**config.mk**
```make
export PLATFORM = sky130hd
export DESIGN_NAME = piecewise_linear_transfer_rgba
export DESIGN_NICKNAME = d
export VERILOG_FILES = /design/src/sv/plt_pkg.sv /design/src/sv/plt_ctrl.sv /design/src/sv/plt_dp.sv /design/src/sv/piecewise_linear_transfer_rgba.sv
export SDC_FILE = /design/constraint.sdc
export NUM_CORES = 2
export LEC_CHECK = 0
export BUFFER_PORTS_ARGS = -buffer_cell sky130_fd_sc_hd__buf_2
export CORE_MARGIN = 2
export CORE_UTILIZATION = 55
export CTS_CLUSTER_DIAMETER = 200
export CTS_CLUSTER_SIZE = 12
export DETAILED_ROUTE_END_ITERATION = 7
export GPL_ROUTABILITY_DRIVEN = 1
export GPL_TIMING_DRIVEN = 0
export PLACE_DENSITY = 0.71
export SLEW_MARGIN = 0
export SYNTH_ARGS = -nofsm -noshare
export SYNTH_HDL_FRONTEND = slang
export SYNTH_HIERARCHICAL = 1
export SYNTH_SLANG_ARGS = --single-unit
```
**constraint.sdc**
```tcl
create_clock -name clock -period 14.55 [get_ports clock]
set_input_delay 2.91 -clock clock [delete_from_list [all_inputs] [get_ports clock]]
set_output_delay 2.91 -clock clock [all_outputs]
set_load 0.02 [all_outputs]
```
**src/sv/plt_pkg.sv**
```systemverilog
`timescale 1ns / 1ps
package plt_pkg;

   localparam int CSR_IDX_W  = 2;
   localparam int CSR_DATA_W = 16;
   localparam int STEP_W     = 5;
   localparam int CH_W       = 3;

   localparam logic [CSR_IDX_W-1:0] CSR_NODE_COUNT = 2'd0;
   localparam logic [CSR_IDX_W-1:0] CSR_BLEND_MODE = 2'd1;

   localparam logic OP_LOAD = 1'b0;
   localparam logic OP_MAP  = 1'b1;

   // operand channel selects: scale first, then colour
   localparam logic [CH_W-1:0] CH_SCALE = 3'd0;
   localparam logic [CH_W-1:0] CH_R     = 3'd1;
   localparam logic [CH_W-1:0] CH_G     = 3'd2;
   localparam logic [CH_W-1:0] CH_B     = 3'd3;
   localparam logic [CH_W-1:0] CH_A     = 3'd4;

   typedef struct packed {
      logic               opcode;
      logic [3:0]         node_index;
      logic signed [15:0] position;
      logic [15:0]        node_scale;
      logic [15:0]        chan_r;
      logic [15:0]        chan_g;
      logic [15:0]        chan_b;
      logic [15:0]        chan_a;
   } req_payload_type;

   typedef struct packed {
      logic        hit;
      logic [15:0] out_r;
      logic [15:0] out_g;
      logic [15:0] out_b;
      logic [15:0] out_a;
   } rsp_payload_type;

   typedef struct packed {
      logic signed [15:0] pos;
      logic [15:0]        scale;
      logic [15:0]        r;
      logic [15:0]        g;
      logic [15:0]        b;
      logic [15:0]        a;
   } node_type;

   typedef enum logic [3:0] {
      ST_IDLE,
      ST_FETCH,
      ST_CHECK,
      ST_DECIDE,
      ST_DIV,
      ST_MAC,
      ST_ALPHA,
      ST_ALPHA_SAT,
      ST_PUB
   } state_type;

   typedef enum logic [2:0] {
      MAC_NONE,
      MAC_F0,
      MAC_F1,
      MAC_SUM,
      MAC_SCALE,
      MAC_SAT,
      MAC_ALPHA,
      MAC_ALPHA_SAT
   } mac_op_type;

   typedef struct packed {
      logic            load;
      logic            start;
      logic            fetch;
      logic            advance;
      logic            set_hit;
      logic            clr_hit;
      logic            div_init;
      logic            div_step;
      logic            set_exact;
      mac_op_type      mac_op;
      logic [CH_W-1:0] mac_ch;
      logic            publish;
   } cmd_type;

   typedef struct packed {
      logic j_zero;
      logic j_lt_n;
      logic ge;
      logic eq_last;
      logic out_free;
   } status_type;

   function automatic logic [15:0] sat16(input logic signed [35:0] x);
      logic [15:0] r;
      if (x < 0) r = 16'd0;
      else if (x > 36'sd65535) r = 16'hFFFF;
      else r = x[15:0];
      return r;
   endfunction

endpackage

```
**src/sv/plt_ctrl.sv**
```systemverilog
`timescale 1ns / 1ps
module plt_ctrl import plt_pkg::*; #(
   parameter int COLOR_FRAC_BITS = 12
) (
   input  logic       clock,
   input  logic       reset,
   input  logic       req_valid,
   input  logic       req_is_map,
   output logic       req_ready,
   input  status_type status,
   output cmd_type    cmd
);

   state_type             state_ff, state_in;
   logic [STEP_W-1:0]     step_ff, step_in;
   logic [CH_W-1:0]       chan_ff, chan_in;
   logic                  div_last;
   logic                  mac_last;
   logic                  chan_last;

   assign div_last  = (step_ff == STEP_W'(COLOR_FRAC_BITS));
   assign mac_last  = (chan_ff == CH_SCALE) ? (step_ff == 5'd2) : (step_ff == 5'd4);
   assign chan_last = (chan_ff == CH_A) && mac_last;

   always_ff @(posedge clock) begin
      if (reset) begin
         state_ff <= ST_IDLE;
         step_ff  <= '0;
         chan_ff  <= CH_SCALE;
      end else begin
         state_ff <= state_in;
         step_ff  <= step_in;
         chan_ff  <= chan_in;
      end
   end

   // next state
   always_comb begin
      state_in = state_ff;
      unique case (state_ff)
         ST_IDLE:      if (req_valid && req_is_map) state_in = ST_FETCH;
         ST_FETCH:     state_in = status.j_lt_n ? ST_CHECK : ST_DECIDE;
         ST_CHECK:     state_in = status.ge ? ST_FETCH : ST_DECIDE;
         ST_DECIDE: begin
            priority if (status.j_zero) state_in = ST_PUB;
            else if (status.j_lt_n)     state_in = ST_DIV;
            else if (status.eq_last)    state_in = ST_MAC;
            else                        state_in = ST_PUB;
         end
         ST_DIV:       if (div_last) state_in = ST_MAC;
         ST_MAC:       if (chan_last) state_in = ST_ALPHA;
         ST_ALPHA:     state_in = ST_ALPHA_SAT;
         ST_ALPHA_SAT: state_in = ST_PUB;
         ST_PUB:       if (status.out_free) state_in = ST_IDLE;
         default:      state_in = ST_IDLE;
      endcase
   end

   // step and channel counters
   always_comb begin
      step_in = step_ff;
      chan_in = chan_ff;
      unique case (state_ff)
         ST_DECIDE: begin
            step_in = '0;
            chan_in = CH_SCALE;
         end
         ST_DIV: step_in = div_last ? '0 : step_ff + 1'b1;
         ST_MAC: begin
            if (mac_last) begin
               step_in = '0;
               chan_in = chan_ff + 1'b1;
            end else begin
               step_in = step_ff + 1'b1;
            end
         end
         default: ;
      endcase
   end

   // commands
   always_comb begin
      cmd       = '0;
      req_ready = (state_ff == ST_IDLE);
      unique case (state_ff)
         ST_IDLE: begin
            cmd.load  = req_valid && !req_is_map;
            cmd.start = req_valid && req_is_map;
         end
         ST_FETCH: cmd.fetch = status.j_lt_n;
         ST_CHECK: cmd.advance = status.ge;
         ST_DECIDE: begin
            priority if (status.j_zero) cmd.clr_hit = 1'b1;
            else if (status.j_lt_n) begin
               cmd.set_hit  = 1'b1;
               cmd.div_init = 1'b1;
            end else if (status.eq_last) begin
               cmd.set_hit   = 1'b1;
               cmd.set_exact = 1'b1;
            end else cmd.clr_hit = 1'b1;
         end
         ST_DIV: cmd.div_step = 1'b1;
         ST_MAC: begin
            cmd.mac_ch = chan_ff;
            unique case (step_ff)
               5'd0:    cmd.mac_op = MAC_F0;
               5'd1:    cmd.mac_op = MAC_F1;
               5'd2:    cmd.mac_op = MAC_SUM;
               5'd3:    cmd.mac_op = MAC_SCALE;
               5'd4:    cmd.mac_op = MAC_SAT;
               default: cmd.mac_op = MAC_NONE;
            endcase
         end
         ST_ALPHA:     cmd.mac_op = MAC_ALPHA;
         ST_ALPHA_SAT: cmd.mac_op = MAC_ALPHA_SAT;
         ST_PUB:       cmd.publish = status.out_free;
         default: ;
      endcase
   end

   a_div_bound: assert property (@(posedge clock) disable iff (reset)
      (state_ff == ST_DIV) |-> (step_ff <= STEP_W'(COLOR_FRAC_BITS)))
      else $error("divider ran past its last quotient bit");

   a_pub_idle: assert property (@(posedge clock) disable iff (reset)
      cmd.publish |=> (state_ff == ST_IDLE))
      else $error("no return to idle after publishing");

   a_mac_chan: assert property (@(posedge clock) disable iff (reset)
      (state_ff == ST_MAC) |-> (chan_ff <= CH_A))
      else $error("channel counter out of range");

endmodule

```
**src/sv/plt_dp.sv**
```systemverilog
`timescale 1ns / 1ps
module plt_dp import plt_pkg::*; #(
   parameter int MAX_NODES       = 16,
   parameter int COLOR_FRAC_BITS = 12
) (
   input  logic                  clock,
   input  logic                  reset,
   input  req_payload_type       req_payload,
   input  cmd_type               cmd,
   output status_type            status,
   input  logic                  csr_valid,
   output logic                  csr_ready,
   input  logic [CSR_IDX_W-1:0]  csr_index,
   input  logic [CSR_DATA_W-1:0] csr_data,
   output logic                  rsp_valid,
   input  logic                  rsp_ready,
   output rsp_payload_type       rsp_payload
);

   localparam int IDX_W = (MAX_NODES > 1) ? $clog2(MAX_NODES) : 1;
   localparam int CNT_W = $clog2(MAX_NODES + 1);
   localparam int F     = COLOR_FRAC_BITS;
   localparam int FW    = COLOR_FRAC_BITS + 1;
   localparam logic [FW-1:0]        ONE_F  = FW'(1) << F;
   localparam logic [17:0]          ONE_W  = 18'd1 << F;
   localparam logic signed [35:0]   HALF_P = 36'sd1 <<< (F - 1);

   node_type mem [MAX_NODES];
   node_type rd_ff;

   req_payload_type    item_ff, item_in;
   logic [CNT_W-1:0]   cnt_ff, cnt_in;
   node_type           prev_ff, prev_in;
   logic [15:0]        den_ff, den_in;
   logic [16:0]        rem_ff, rem_in;
   logic [FW-1:0]      f0_ff, f0_in;
   logic signed [35:0] prod_ff, prod_in;
   logic signed [35:0] acc_ff, acc_in;
   logic [15:0]        sc_ff, sc_in;
   logic [15:0]        it_ff, it_in;
   logic [15:0]        col_ff [4];
   logic [15:0]        col_in [4];
   logic [15:0]        alpha_ff, alpha_in;
   logic               hit_ff, hit_in;
   rsp_payload_type    out_ff, out_in;
   logic               rsp_valid_ff, rsp_valid_in;
   logic [4:0]         node_count_ff, node_count_in;
   logic               blend_ff, blend_in;

   logic                wr_ok;
   logic [IDX_W-1:0]    wr_addr;
   node_type            wr_node;
   logic [CNT_W-1:0]    n_eff;
   logic signed [16:0]  num_s;
   logic signed [16:0]  den_s;
   logic                q_bit;
   logic [16:0]         rem_sub;
   logic [FW-1:0]       f1;
   logic [15:0]         a_val, b_val;
   logic [17:0]         mul_a, mul_b;
   logic signed [35:0]  mul_p;
   logic signed [35:0]  sum_p;
   logic signed [35:0]  rnd_q;
   logic [1:0]          col_idx;
   rsp_payload_type     result;
   logic [16:0]         bl_r, bl_g, bl_b;

   assign csr_ready   = 1'b1;
   assign rsp_valid   = rsp_valid_ff;
   assign rsp_payload = out_ff;

   assign wr_ok   = ({28'd0, req_payload.node_index} < 32'(MAX_NODES));
   assign wr_addr = IDX_W'(req_payload.node_index);
   assign wr_node = '{pos: req_payload.position, scale: req_payload.node_scale,
                      r: req_payload.chan_r, g: req_payload.chan_g,
                      b: req_payload.chan_b, a: req_payload.chan_a};

   // node table: one write port on load, one registered read port for the scan
   always_ff @(posedge clock) begin
      if (cmd.load && wr_ok) mem[wr_addr] <= wr_node;
      if (cmd.fetch) rd_ff <= mem[cnt_ff[IDX_W-1:0]];
   end

   assign n_eff = (32'(node_count_ff) > MAX_NODES) ? CNT_W'(MAX_NODES)
                                                   : CNT_W'(node_count_ff);

   assign status.j_zero   = (cnt_ff == '0);
   assign status.j_lt_n   = (cnt_ff < n_eff);
   assign status.ge       = (item_ff.position >= rd_ff.pos);
   assign status.eq_last  = (item_ff.position == prev_ff.pos);
   assign status.out_free = !rsp_valid_ff || rsp_ready;

   // restoring division: f0 = floor(num * ONE / den), num never above den
   assign num_s   = {rd_ff.pos[15], rd_ff.pos} - {item_ff.position[15], item_ff.position};
   assign den_s   = {rd_ff.pos[15], rd_ff.pos} - {prev_ff.pos[15], prev_ff.pos};
   assign q_bit   = (rem_ff >= {1'b0, den_ff});
   assign rem_sub = q_bit ? rem_ff - {1'b0, den_ff} : rem_ff;
   assign f1      = ONE_F - f0_ff;

   always_comb begin
      unique case (cmd.mac_ch)
         CH_SCALE: begin a_val = prev_ff.scale; b_val = rd_ff.scale; end
         CH_R:     begin a_val = prev_ff.r;     b_val = rd_ff.r;     end
         CH_G:     begin a_val = prev_ff.g;     b_val = rd_ff.g;     end
         CH_B:     begin a_val = prev_ff.b;     b_val = rd_ff.b;     end
         CH_A:     begin a_val = prev_ff.a;     b_val = rd_ff.a;     end
         default:  begin a_val = '0;            b_val = '0;          end
      endcase
   end

   // the one shared multiplier
   always_comb begin
      unique case (cmd.mac_op)
         MAC_F0: begin
            mul_a = 18'(f0_ff);
            mul_b = {2'b00, a_val};
         end
         MAC_F1: begin
            mul_a = 18'(f1);
            mul_b = {2'b00, b_val};
         end
         MAC_SCALE: begin
            mul_a = {2'b00, sc_ff};
            mul_b = {2'b00, it_ff};
         end
         MAC_ALPHA: begin
            mul_a = ONE_W - {2'b00, col_ff[3]};
            mul_b = ONE_W - {2'b00, item_ff.chan_a};
         end
         default: begin
            mul_a = '0;
            mul_b = '0;
         end
      endcase
   end

   assign mul_p   = $signed(mul_a) * $signed(mul_b);
   assign sum_p   = acc_ff + prod_ff + HALF_P;
   assign rnd_q   = (prod_ff + HALF_P) >>> F;
   assign col_idx = 2'(cmd.mac_ch - 3'd1);

   assign bl_r = {1'b0, item_ff.chan_r} + {1'b0, col_ff[0]};
   assign bl_g = {1'b0, item_ff.chan_g} + {1'b0, col_ff[1]};
   assign bl_b = {1'b0, item_ff.chan_b} + {1'b0, col_ff[2]};

   always_comb begin
      result.hit = hit_ff;
      if (!hit_ff) begin
         result.out_r = item_ff.chan_r;
         result.out_g = item_ff.chan_g;
         result.out_b = item_ff.chan_b;
         result.out_a = item_ff.chan_a;
      end else if (blend_ff) begin
         result.out_r = bl_r[16] ? 16'hFFFF : bl_r[15:0];
         result.out_g = bl_g[16] ? 16'hFFFF : bl_g[15:0];
         result.out_b = bl_b[16] ? 16'hFFFF : bl_b[15:0];
         result.out_a = alpha_ff;
      end else begin
         result.out_r = col_ff[0];
         result.out_g = col_ff[1];
         result.out_b = col_ff[2];
         result.out_a = col_ff[3];
      end
   end

   always_comb begin
      item_in       = item_ff;
      cnt_in        = cnt_ff;
      prev_in       = prev_ff;
      den_in        = den_ff;
      rem_in        = rem_ff;
      f0_in         = f0_ff;
      prod_in       = prod_ff;
      acc_in        = acc_ff;
      sc_in         = sc_ff;
      it_in         = it_ff;
      col_in        = col_ff;
      alpha_in      = alpha_ff;
      hit_in        = hit_ff;
      out_in        = out_ff;
      rsp_valid_in  = rsp_valid_ff;
      node_count_in = node_count_ff;
      blend_in      = blend_ff;

      if (cmd.start) begin
         item_in = req_payload;
         cnt_in  = '0;
      end
      if (cmd.advance) begin
         prev_in = rd_ff;
         cnt_in  = cnt_ff + 1'b1;
      end
      if (cmd.set_hit) hit_in = 1'b1;
      if (cmd.clr_hit) hit_in = 1'b0;
      if (cmd.div_init) begin
         rem_in = {1'b0, num_s[15:0]};
         den_in = den_s[15:0];
         f0_in  = '0;
      end
      if (cmd.set_exact) f0_in = ONE_F;
      if (cmd.div_step) begin
         rem_in = {rem_sub[15:0], 1'b0};
         f0_in  = {f0_ff[FW-2:0], q_bit};
      end

      unique case (cmd.mac_op)
         MAC_F0:    prod_in = mul_p;
         MAC_F1: begin
            acc_in  = prod_ff;
            prod_in = mul_p;
         end
         MAC_SUM: begin
            if (cmd.mac_ch == CH_SCALE) sc_in = sum_p[F+15:F];
            else it_in = sum_p[F+15:F];
         end
         MAC_SCALE:     prod_in = mul_p;
         MAC_SAT:       col_in[col_idx] = sat16(rnd_q);
         MAC_ALPHA:     prod_in = mul_p;
         MAC_ALPHA_SAT: alpha_in = sat16($signed(36'(ONE_W)) - rnd_q);
         default: ;
      endcase

      if (csr_valid) begin
         if (csr_index == CSR_NODE_COUNT) node_count_in = csr_data[4:0];
         else if (csr_index == CSR_BLEND_MODE) blend_in = csr_data[0];
      end

      if (rsp_valid_ff && rsp_ready) rsp_valid_in = 1'b0;
      if (cmd.publish) begin
         rsp_valid_in = 1'b1;
         out_in       = result;
      end
   end

   always_ff @(posedge clock) begin
      if (reset) begin
         rsp_valid_ff  <= 1'b0;
         node_count_ff <= '0;
         blend_ff      <= 1'b0;
      end else begin
         rsp_valid_ff  <= rsp_valid_in;
         node_count_ff <= node_count_in;
         blend_ff      <= blend_in;
      end
   end

   always_ff @(posedge clock) begin
      item_ff  <= item_in;
      cnt_ff   <= cnt_in;
      prev_ff  <= prev_in;
      den_ff   <= den_in;
      rem_ff   <= rem_in;
      f0_ff    <= f0_in;
      prod_ff  <= prod_in;
      acc_ff   <= acc_in;
      sc_ff    <= sc_in;
      it_ff    <= it_in;
      col_ff   <= col_in;
      alpha_ff <= alpha_in;
      hit_ff   <= hit_in;
      out_ff   <= out_in;
   end

   a_pub_free: assert property (@(posedge clock) disable iff (reset)
      cmd.publish |-> (!rsp_valid_ff || rsp_ready))
      else $error("result overwritten while the output beat waits");

   a_f0_range: assert property (@(posedge clock) disable iff (reset)
      (cmd.mac_op == MAC_F0) |-> (f0_ff <= ONE_F))
      else $error("interpolation weight above one");

   a_fetch_range: assert property (@(posedge clock) disable iff (reset)
      cmd.fetch |-> (cnt_ff < n_eff))
      else $error("node read beyond the nodes in use");

endmodule

```
**src/sv/piecewise_linear_transfer_rgba.sv**
```systemverilog
`timescale 1ns / 1ps
// Piecewise-linear transfer function, RGBA out.
// Channels: req_ carries one item per beat. A load beat (opcode 0) writes one
// node and is done in its accept cycle. A map beat (opcode 1) gives exactly
// one rsp_ beat carrying hit and the resulting colour. csr_ writes node_count
// (index 0) or blend_mode (index 1); csr_ready is always high. Write the csr
// registers only while no map item is in flight.
// A map item, accept to rsp_valid: for each node compared a registered node
// table read, then a compare; the decision state; then on an interior hit the
// restoring divider (COLOR_FRAC_BITS+1 quotient bits), and on any hit the
// single shared multiplier (five interpolations, four scale products, one
// alpha product); then the publish state. The block takes one map item at a
// time; req_ready is high only when the controller is idle.
// Reset clears the controller, the output valid and both csr registers. The
// node table is not cleared: load every node in use before mapping.
// A stalled receiver holds the result in the output register; the next item
// is still accepted and runs up to its publish step, where it waits.
module piecewise_linear_transfer_rgba import plt_pkg::*; #(
   parameter int MAX_NODES       = 16,
   parameter int COLOR_FRAC_BITS = 12
) (
   input  logic                  clock,
   input  logic                  reset,
   input  logic                  req_valid,
   output logic                  req_ready,
   input  req_payload_type       req_payload,
   output logic                  rsp_valid,
   input  logic                  rsp_ready,
   output rsp_payload_type       rsp_payload,
   input  logic                  csr_valid,
   output logic                  csr_ready,
   input  logic [CSR_IDX_W-1:0]  csr_index,
   input  logic [CSR_DATA_W-1:0] csr_data
);

   cmd_type    cmd;
   status_type status;

   // sequencer: scan, divide, multiply steps, publish
   plt_ctrl #(
      .COLOR_FRAC_BITS(COLOR_FRAC_BITS)
   ) u_ctrl (
      .clock      (clock),
      .reset      (reset),
      .req_valid  (req_valid),
      .req_is_map (req_payload.opcode == OP_MAP),
      .req_ready  (req_ready),
      .status     (status),
      .cmd        (cmd)
   );

   // node table, divider, shared multiplier, csr and output registers
   plt_dp #(
      .MAX_NODES      (MAX_NODES),
      .COLOR_FRAC_BITS(COLOR_FRAC_BITS)
   ) u_dp (
      .clock       (clock),
      .reset       (reset),
      .req_payload (req_payload),
      .cmd         (cmd),
      .status      (status),
      .csr_valid   (csr_valid),
      .csr_ready   (csr_ready),
      .csr_index   (csr_index),
      .csr_data    (csr_data),
      .rsp_valid   (rsp_valid),
      .rsp_ready   (rsp_ready),
      .rsp_payload (rsp_payload)
   );

endmodule

```
* After elaboration in Yosys (flattened, before gate mapping) *
Memories as Yosys holds them, arrays and structs flattened. A register that Yosys moved wholly into a read port is not among the register bits.
Index checks and enable logic that the tools add are counted.

operators by class
  $add $sub $neg = 17
  multiply operators = 1
  $lt $le $gt $ge = 10
  equality and inequality tests = 32
  multiplexer cells = 65
  bitwise operators = 3
  reductions and logical operators = 27

operators with widths
  kind                                                                           count
  16-bit case mux with 5 select lines                                            2
  16-bit two-way mux                                                             9
  18-bit case mux with 4 select lines                                            2
  64-bit two-way mux                                                             2
  64-bit bitwise mux                                                             1
  16-bit by 16-bit adder with 17-bit output                                      3
  16-bit subtractor                                                              3
  13-bit two-way mux                                                             3
  36-bit by 13-bit adder with 36-bit output, second input constant               1
  36-bit by 17-bit > comparator with 1-bit output, second input constant         1
  36-bit by 1-bit less-than comparator with 1-bit output, second input constant  1
  18-bit by 18-bit multiplier with 36-bit output                                 1
  4-bit case mux with 9 select lines                                             1
  17-bit two-way mux                                                             2
  13-bit by 16-bit subtractor with 17-bit output, first input constant           2
  16-bit demux with 2-bit select                                                 1
  28-bit by 13-bit adder with 28-bit output, second input constant               1
  28-bit adder                                                                   1
  4-bit two-way mux                                                              7
  5-bit two-way mux                                                              5
  14-bit by 24-bit subtractor with 25-bit output, first input constant           1
  24-bit by 17-bit > comparator with 1-bit output, second input constant         1
  24-bit by 1-bit less-than comparator with 1-bit output, second input constant  1
  1-bit two-way mux                                                              21
  other kinds (45)                                                               82

storage, ports and cells
  register bits = 488
  bits in writable memories = 1,536
  memories kept = 1

memories
  name      depth  bits a word  read ports  clocked after memory_dff  wr ports  line          text
  u_dp.mem  16     96           1           1                         1         plt_dp.sv:28  node_type mem [MAX_NODES];

* Depth between registers and ports, before layout *
  depth after elaboration = 9
  depth in mapped cells = 36
  mapped depth without buffers = 34

* Hierarchy *
The synthesis kept the hierarchy.

by module, submodules not included
  module    instances  cells each  area each (um2)  sequential area each (um2)
  plt_dp    1          5,796       98,051.5         63,210.6
  plt_ctrl  1          130         1,031.0          240.2

* Least setup slack after synthesis *
No wires, ideal clock.

  path kind = input to register
  start point = input req_valid
  end point = memory u_dp/mem[0][0] in the netlist's numbering, enable pin
  library setup time = 0.670 ns
  data arrival time = 10.146 ns
  required time = 13.880 ns
  path slack = 3.734 ns
  stages = 4
  path through = nand2_1 > nor2_1 > or3b_2 > nor3_1

RTL lines
  element          line                                  text
  start, declared  piecewise_linear_transfer_rgba.sv:24  input logic req_valid,
  end, declared    plt_dp.sv:28

==> flow_metrics.env <==
export IMPL_finalCritPeriodShare=0.787
export IMPL_cts_hold_buf=0
export IMPL_finalSetupViolCount=0
export IMPL_die_area_um2=184000
export IMPL_slew_headroom=0.0144
export IMPL_max_cap_violations=0
export IMPL_synth_largest_area_cell="edfxtp_1"
export IMPL_leakage_nw=38.1
export IMPL_post_synth_fa_ha_maj_area_fraction=0.0980
export IMPL_switching_share=0.213
export IMPL_p_total_w=0.0120
export IMPL_powerDensity_nw_per_um2=109
export IMPL_io_pins=192
export IMPL_antenna_found_initial=33
export IMPL_crit_required_ns=15.13
export IMPL_grt_pass1_vias=57100
export IMPL_yosysMostFrequentCell="edfxtp_1"
export IMPL_cp_end_kind="register"
export IMPL_synth_top_family_by_area="multiplexers"
export IMPL_synthTopCellsByCount="edfxtp_1 (2099), inv_1 (532), mux4_2 (483)"
export IMPL_drtIter0Drc=6529
export IMPL_io_buffers=179
export IMPL_dp_hpwl_um=193000
export IMPL_layout_nets=7154
export IMPL_hp_class="register to register"
export IMPL_synth_area_leaders="edfxtp_1 (64%), mux4_2 (11%), fa_1 (6.6%), ha_1 (3.2%), inv_1 (2.0%)"
export IMPL_clk_pin_slew_ns=0.07
export IMPL_finalHoldViolations=0
export IMPL_synthSimpleGateAreaFrac=0.0503
export IMPL_tns_ns=0
export IMPL_worstPathArrival_ns=12.03
export IMPL_firstDrtPassIters=8
export IMPL_insertion_delay_ns=0.85
export IMPL_cts_sinks=2120
export IMPL_syn_nets=6631
export IMPL_grt_max_degree=66
export IMPL_layout_drive_gt1_share=0.175
export IMPL_synth_edf_count=2099
export IMPL_via_per_inst=6.40
export IMPL_ys_seq_area_frac=0.640
export IMPL_crit_fanout=20
export IMPL_cts_root_buffer="clkbuf_16"
export IMPL_cp_start_kind="register"
export IMPL_dr_total_vias=56700
export IMPL_synth_async_reset_ratio=0
export IMPL_chipHeight_um=428
export IMPL_cts_resized=0
export IMPL_core_area_um2=179000
export IMPL_crit_slowest_cell="o41ai_1"
export IMPL_synth_top_cell_area_share=0.636
export IMPL_wl_um=271000
export IMPL_synth_mux_area_frac=0.117
export IMPL_synth_compound_area_frac=0.0472
export IMPL_grtUsageTotal=0.297
export IMPL_rrSetupSlack_ns=3.10
export IMPL_crit_buf_inv=9
export IMPL_postRouteAntennaNets=0
export IMPL_power_frac_clock=0.377
export IMPL_netlist_area_um2=99100
export IMPL_p_int_w=0.00948
export IMPL_cts_tree="built"
export IMPL_die_w_um=428
export IMPL_clk_path_buf_depth=3
export IMPL_ys_ff_latch=2120
export IMPL_syn_inst=5926
export IMPL_grt_pass1_wl_um=393000
export IMPL_synth_distinct_cells=108
export IMPL_maxSlewViolCount=0
export IMPL_cpMostUsedCell="fa_1"
export IMPL_syn_to_final_growth_pct=11.8
export IMPL_start_util=0.554
export IMPL_overflow=0
export IMPL_outcome="completed"
export IMPL_fmax_ghz=0.0873
export IMPL_row_count=155
export IMPL_grt_setup_unrepaired="no"
export IMPL_slowest_delay_ns=0.88
export IMPL_synth_xor_xnor_area_share=0.0178
export IMPL_p_seq_frac=0.568
export IMPL_p_sw_w=0.00256
export IMPL_drc=0
export IMPL_htreeDepth=4
export IMPL_yosysWarnings=6
export IMPL_wl_per_cell_um=30.6
export IMPL_synthFlopType="edfxtp_1"
export IMPL_globalplace_congestion=0.923
export IMPL_crit_family="adder cells"
export IMPL_tightest_slew_ns=1.48
export IMPL_skew_ns=0.0330
export IMPL_fin_crit_ns=11.45
export IMPL_crit_type="register to register"
export IMPL_numCtsBuffers=194
export IMPL_synthesis_area_per_instance_um2=16.7
export IMPL_comb_power_share=0.056
export IMPL_post_cts_buffers=0
export IMPL_ir_drop_uv=144
registers in the layout, summed over array words and instances (netlist names), 3 cells and up:
signal / cells
u_dp/rem_ff: 17
u_dp/prev_ff: 96
u_dp/col_ff: 64
u_dp/cnt_ff: 5
u_ctrl/state_ff: 4
u_dp/prod_ff: 36
u_dp/it_ff: 16
u_dp/mem: 1536
u_dp/item_ff: 80
u_dp/alpha_ff: 16
u_dp/den_ff: 16
u_dp/node_count_ff: 5
u_ctrl/step_ff: 5
u_dp/acc_ff: 28
u_dp/rsp_payload: 65
u_ctrl/chan_ff: 3
u_dp/f0_ff: 13
u_dp/sc_ff: 16
u_dp/rd_ff: 96
area by class of cell:
| cell class | instances | area [um2] |
|---|---|---|
| diodes | 13 | 32.5 |
| plain buffers | 236 | 927 |
| clock buffers | 226 | 5080 |
| clock inverters | 11 | 163 |
| fillers | 12700 | 68100 |
| inverters | 534 | 2000 |
| multi-input cells | 3036 | 32900 |
| flip-flops and latches | 2120 | 63500 |
| well taps | 2355 | 2950 |
| repair buffers | 327 | 3220 |
per-stage QoR:
step	utilization	hold WS, ns	cells	setup slack (ns)	area, um2
3_5_place_dp	0.590	0.436	8608	3.23	105000
3_3_place_gp	0.576	0.430	8460	-5.45	103000
2_1_floorplan	-	0.421	5926	3.73	99100
6_report	0.619	0.452	8858	3.10	111000
5_1_grt	0.619	0.454	8854	2.58	111000
4_1_cts	0.619	0.451	8845	3.18	111000
cells by family (layout without fill, tap and decap cells):
kind of cell | count (synthesis) | in the layout
adders and majority gates | 581 | 581
other | 1 | 14
buffers and inverters | 770 | 1334
muxes | 552 | 552
DFF | 2120 | 2120
xor gates and xnor gates | 201 | 201
AOI/OAI and AO/OA | 683 | 683
and+or+nand+nor | 1018 | 1018
worst paths after layout:
path | startpoint | end | cells past startpoint
max | u_ctrl/state_ff[3] | u_dp/prod_ff[34] | 31
min | u_dp/prod_ff[4] | u_dp/acc_ff[4] | 0
max reg2reg | u_ctrl/state_ff[3] | u_dp/prod_ff[34] | 31
min reg2reg | u_dp/prod_ff[4] | u_dp/acc_ff[4] | 0
routing by layer:
metal	wire length [um]	GRT usage
met5	158	0
met4	12600	0.127
met3	24400	0.0550
met2	133000	0.488
met1	101000	0.393
cells in the final DEF (no fill, tap or decap), types with 17 or more instances in the layout:
cell type  instances
buf_12            50
and2_1            45
nor3_1            54
buf_6             60
clkbuf_16        199
mux2i_1           66
xnor2_1          130
mux4_2           483
o21a_1            30
nand2b_1          29
o21ai_0          126
inv_1            532
buf_2            194
edfxtp_1        2099
o221ai_1          37
dfxtp_1           21
nand4_1           21
xor2_1            70
nand3_1           57
or2_2             17
nor2b_1           40
clkbuf_1         204
or3_1             31
nand2_1          284
buf_1             40
a41oi_1           18
and3_1            22
nor2_1           290
fa_1             325
a31oi_1           20
o22ai_1           34
a21oi_1          168
a21o_1            39
nor4_1            23
ha_1             256
worst reg2reg max path: cells and delay by family, from the launching register on:
family / cells / cell delay (ns)
xor+xnor: 1 / 0.16
simple gates: 6 / 1.50
compound gates: 8 / 3.31
flops: 1 / 0.36
fa+ha+maj: 7 / 3.57
buf+inv: 9 / 2.29
power by group through the flow:
stage               combinational (W)  clock (W)  sequential, W
floorplan                    0.000374          0        0.00694
global placement             0.000634          0        0.00698
detailed placement           0.000665          0        0.00696
CTS                          0.000669    0.00460        0.00683
global route                 0.000709    0.00482        0.00683
finish                       0.000671    0.00454        0.00684
No activity file was read; power rests on OpenSTA's default activity.
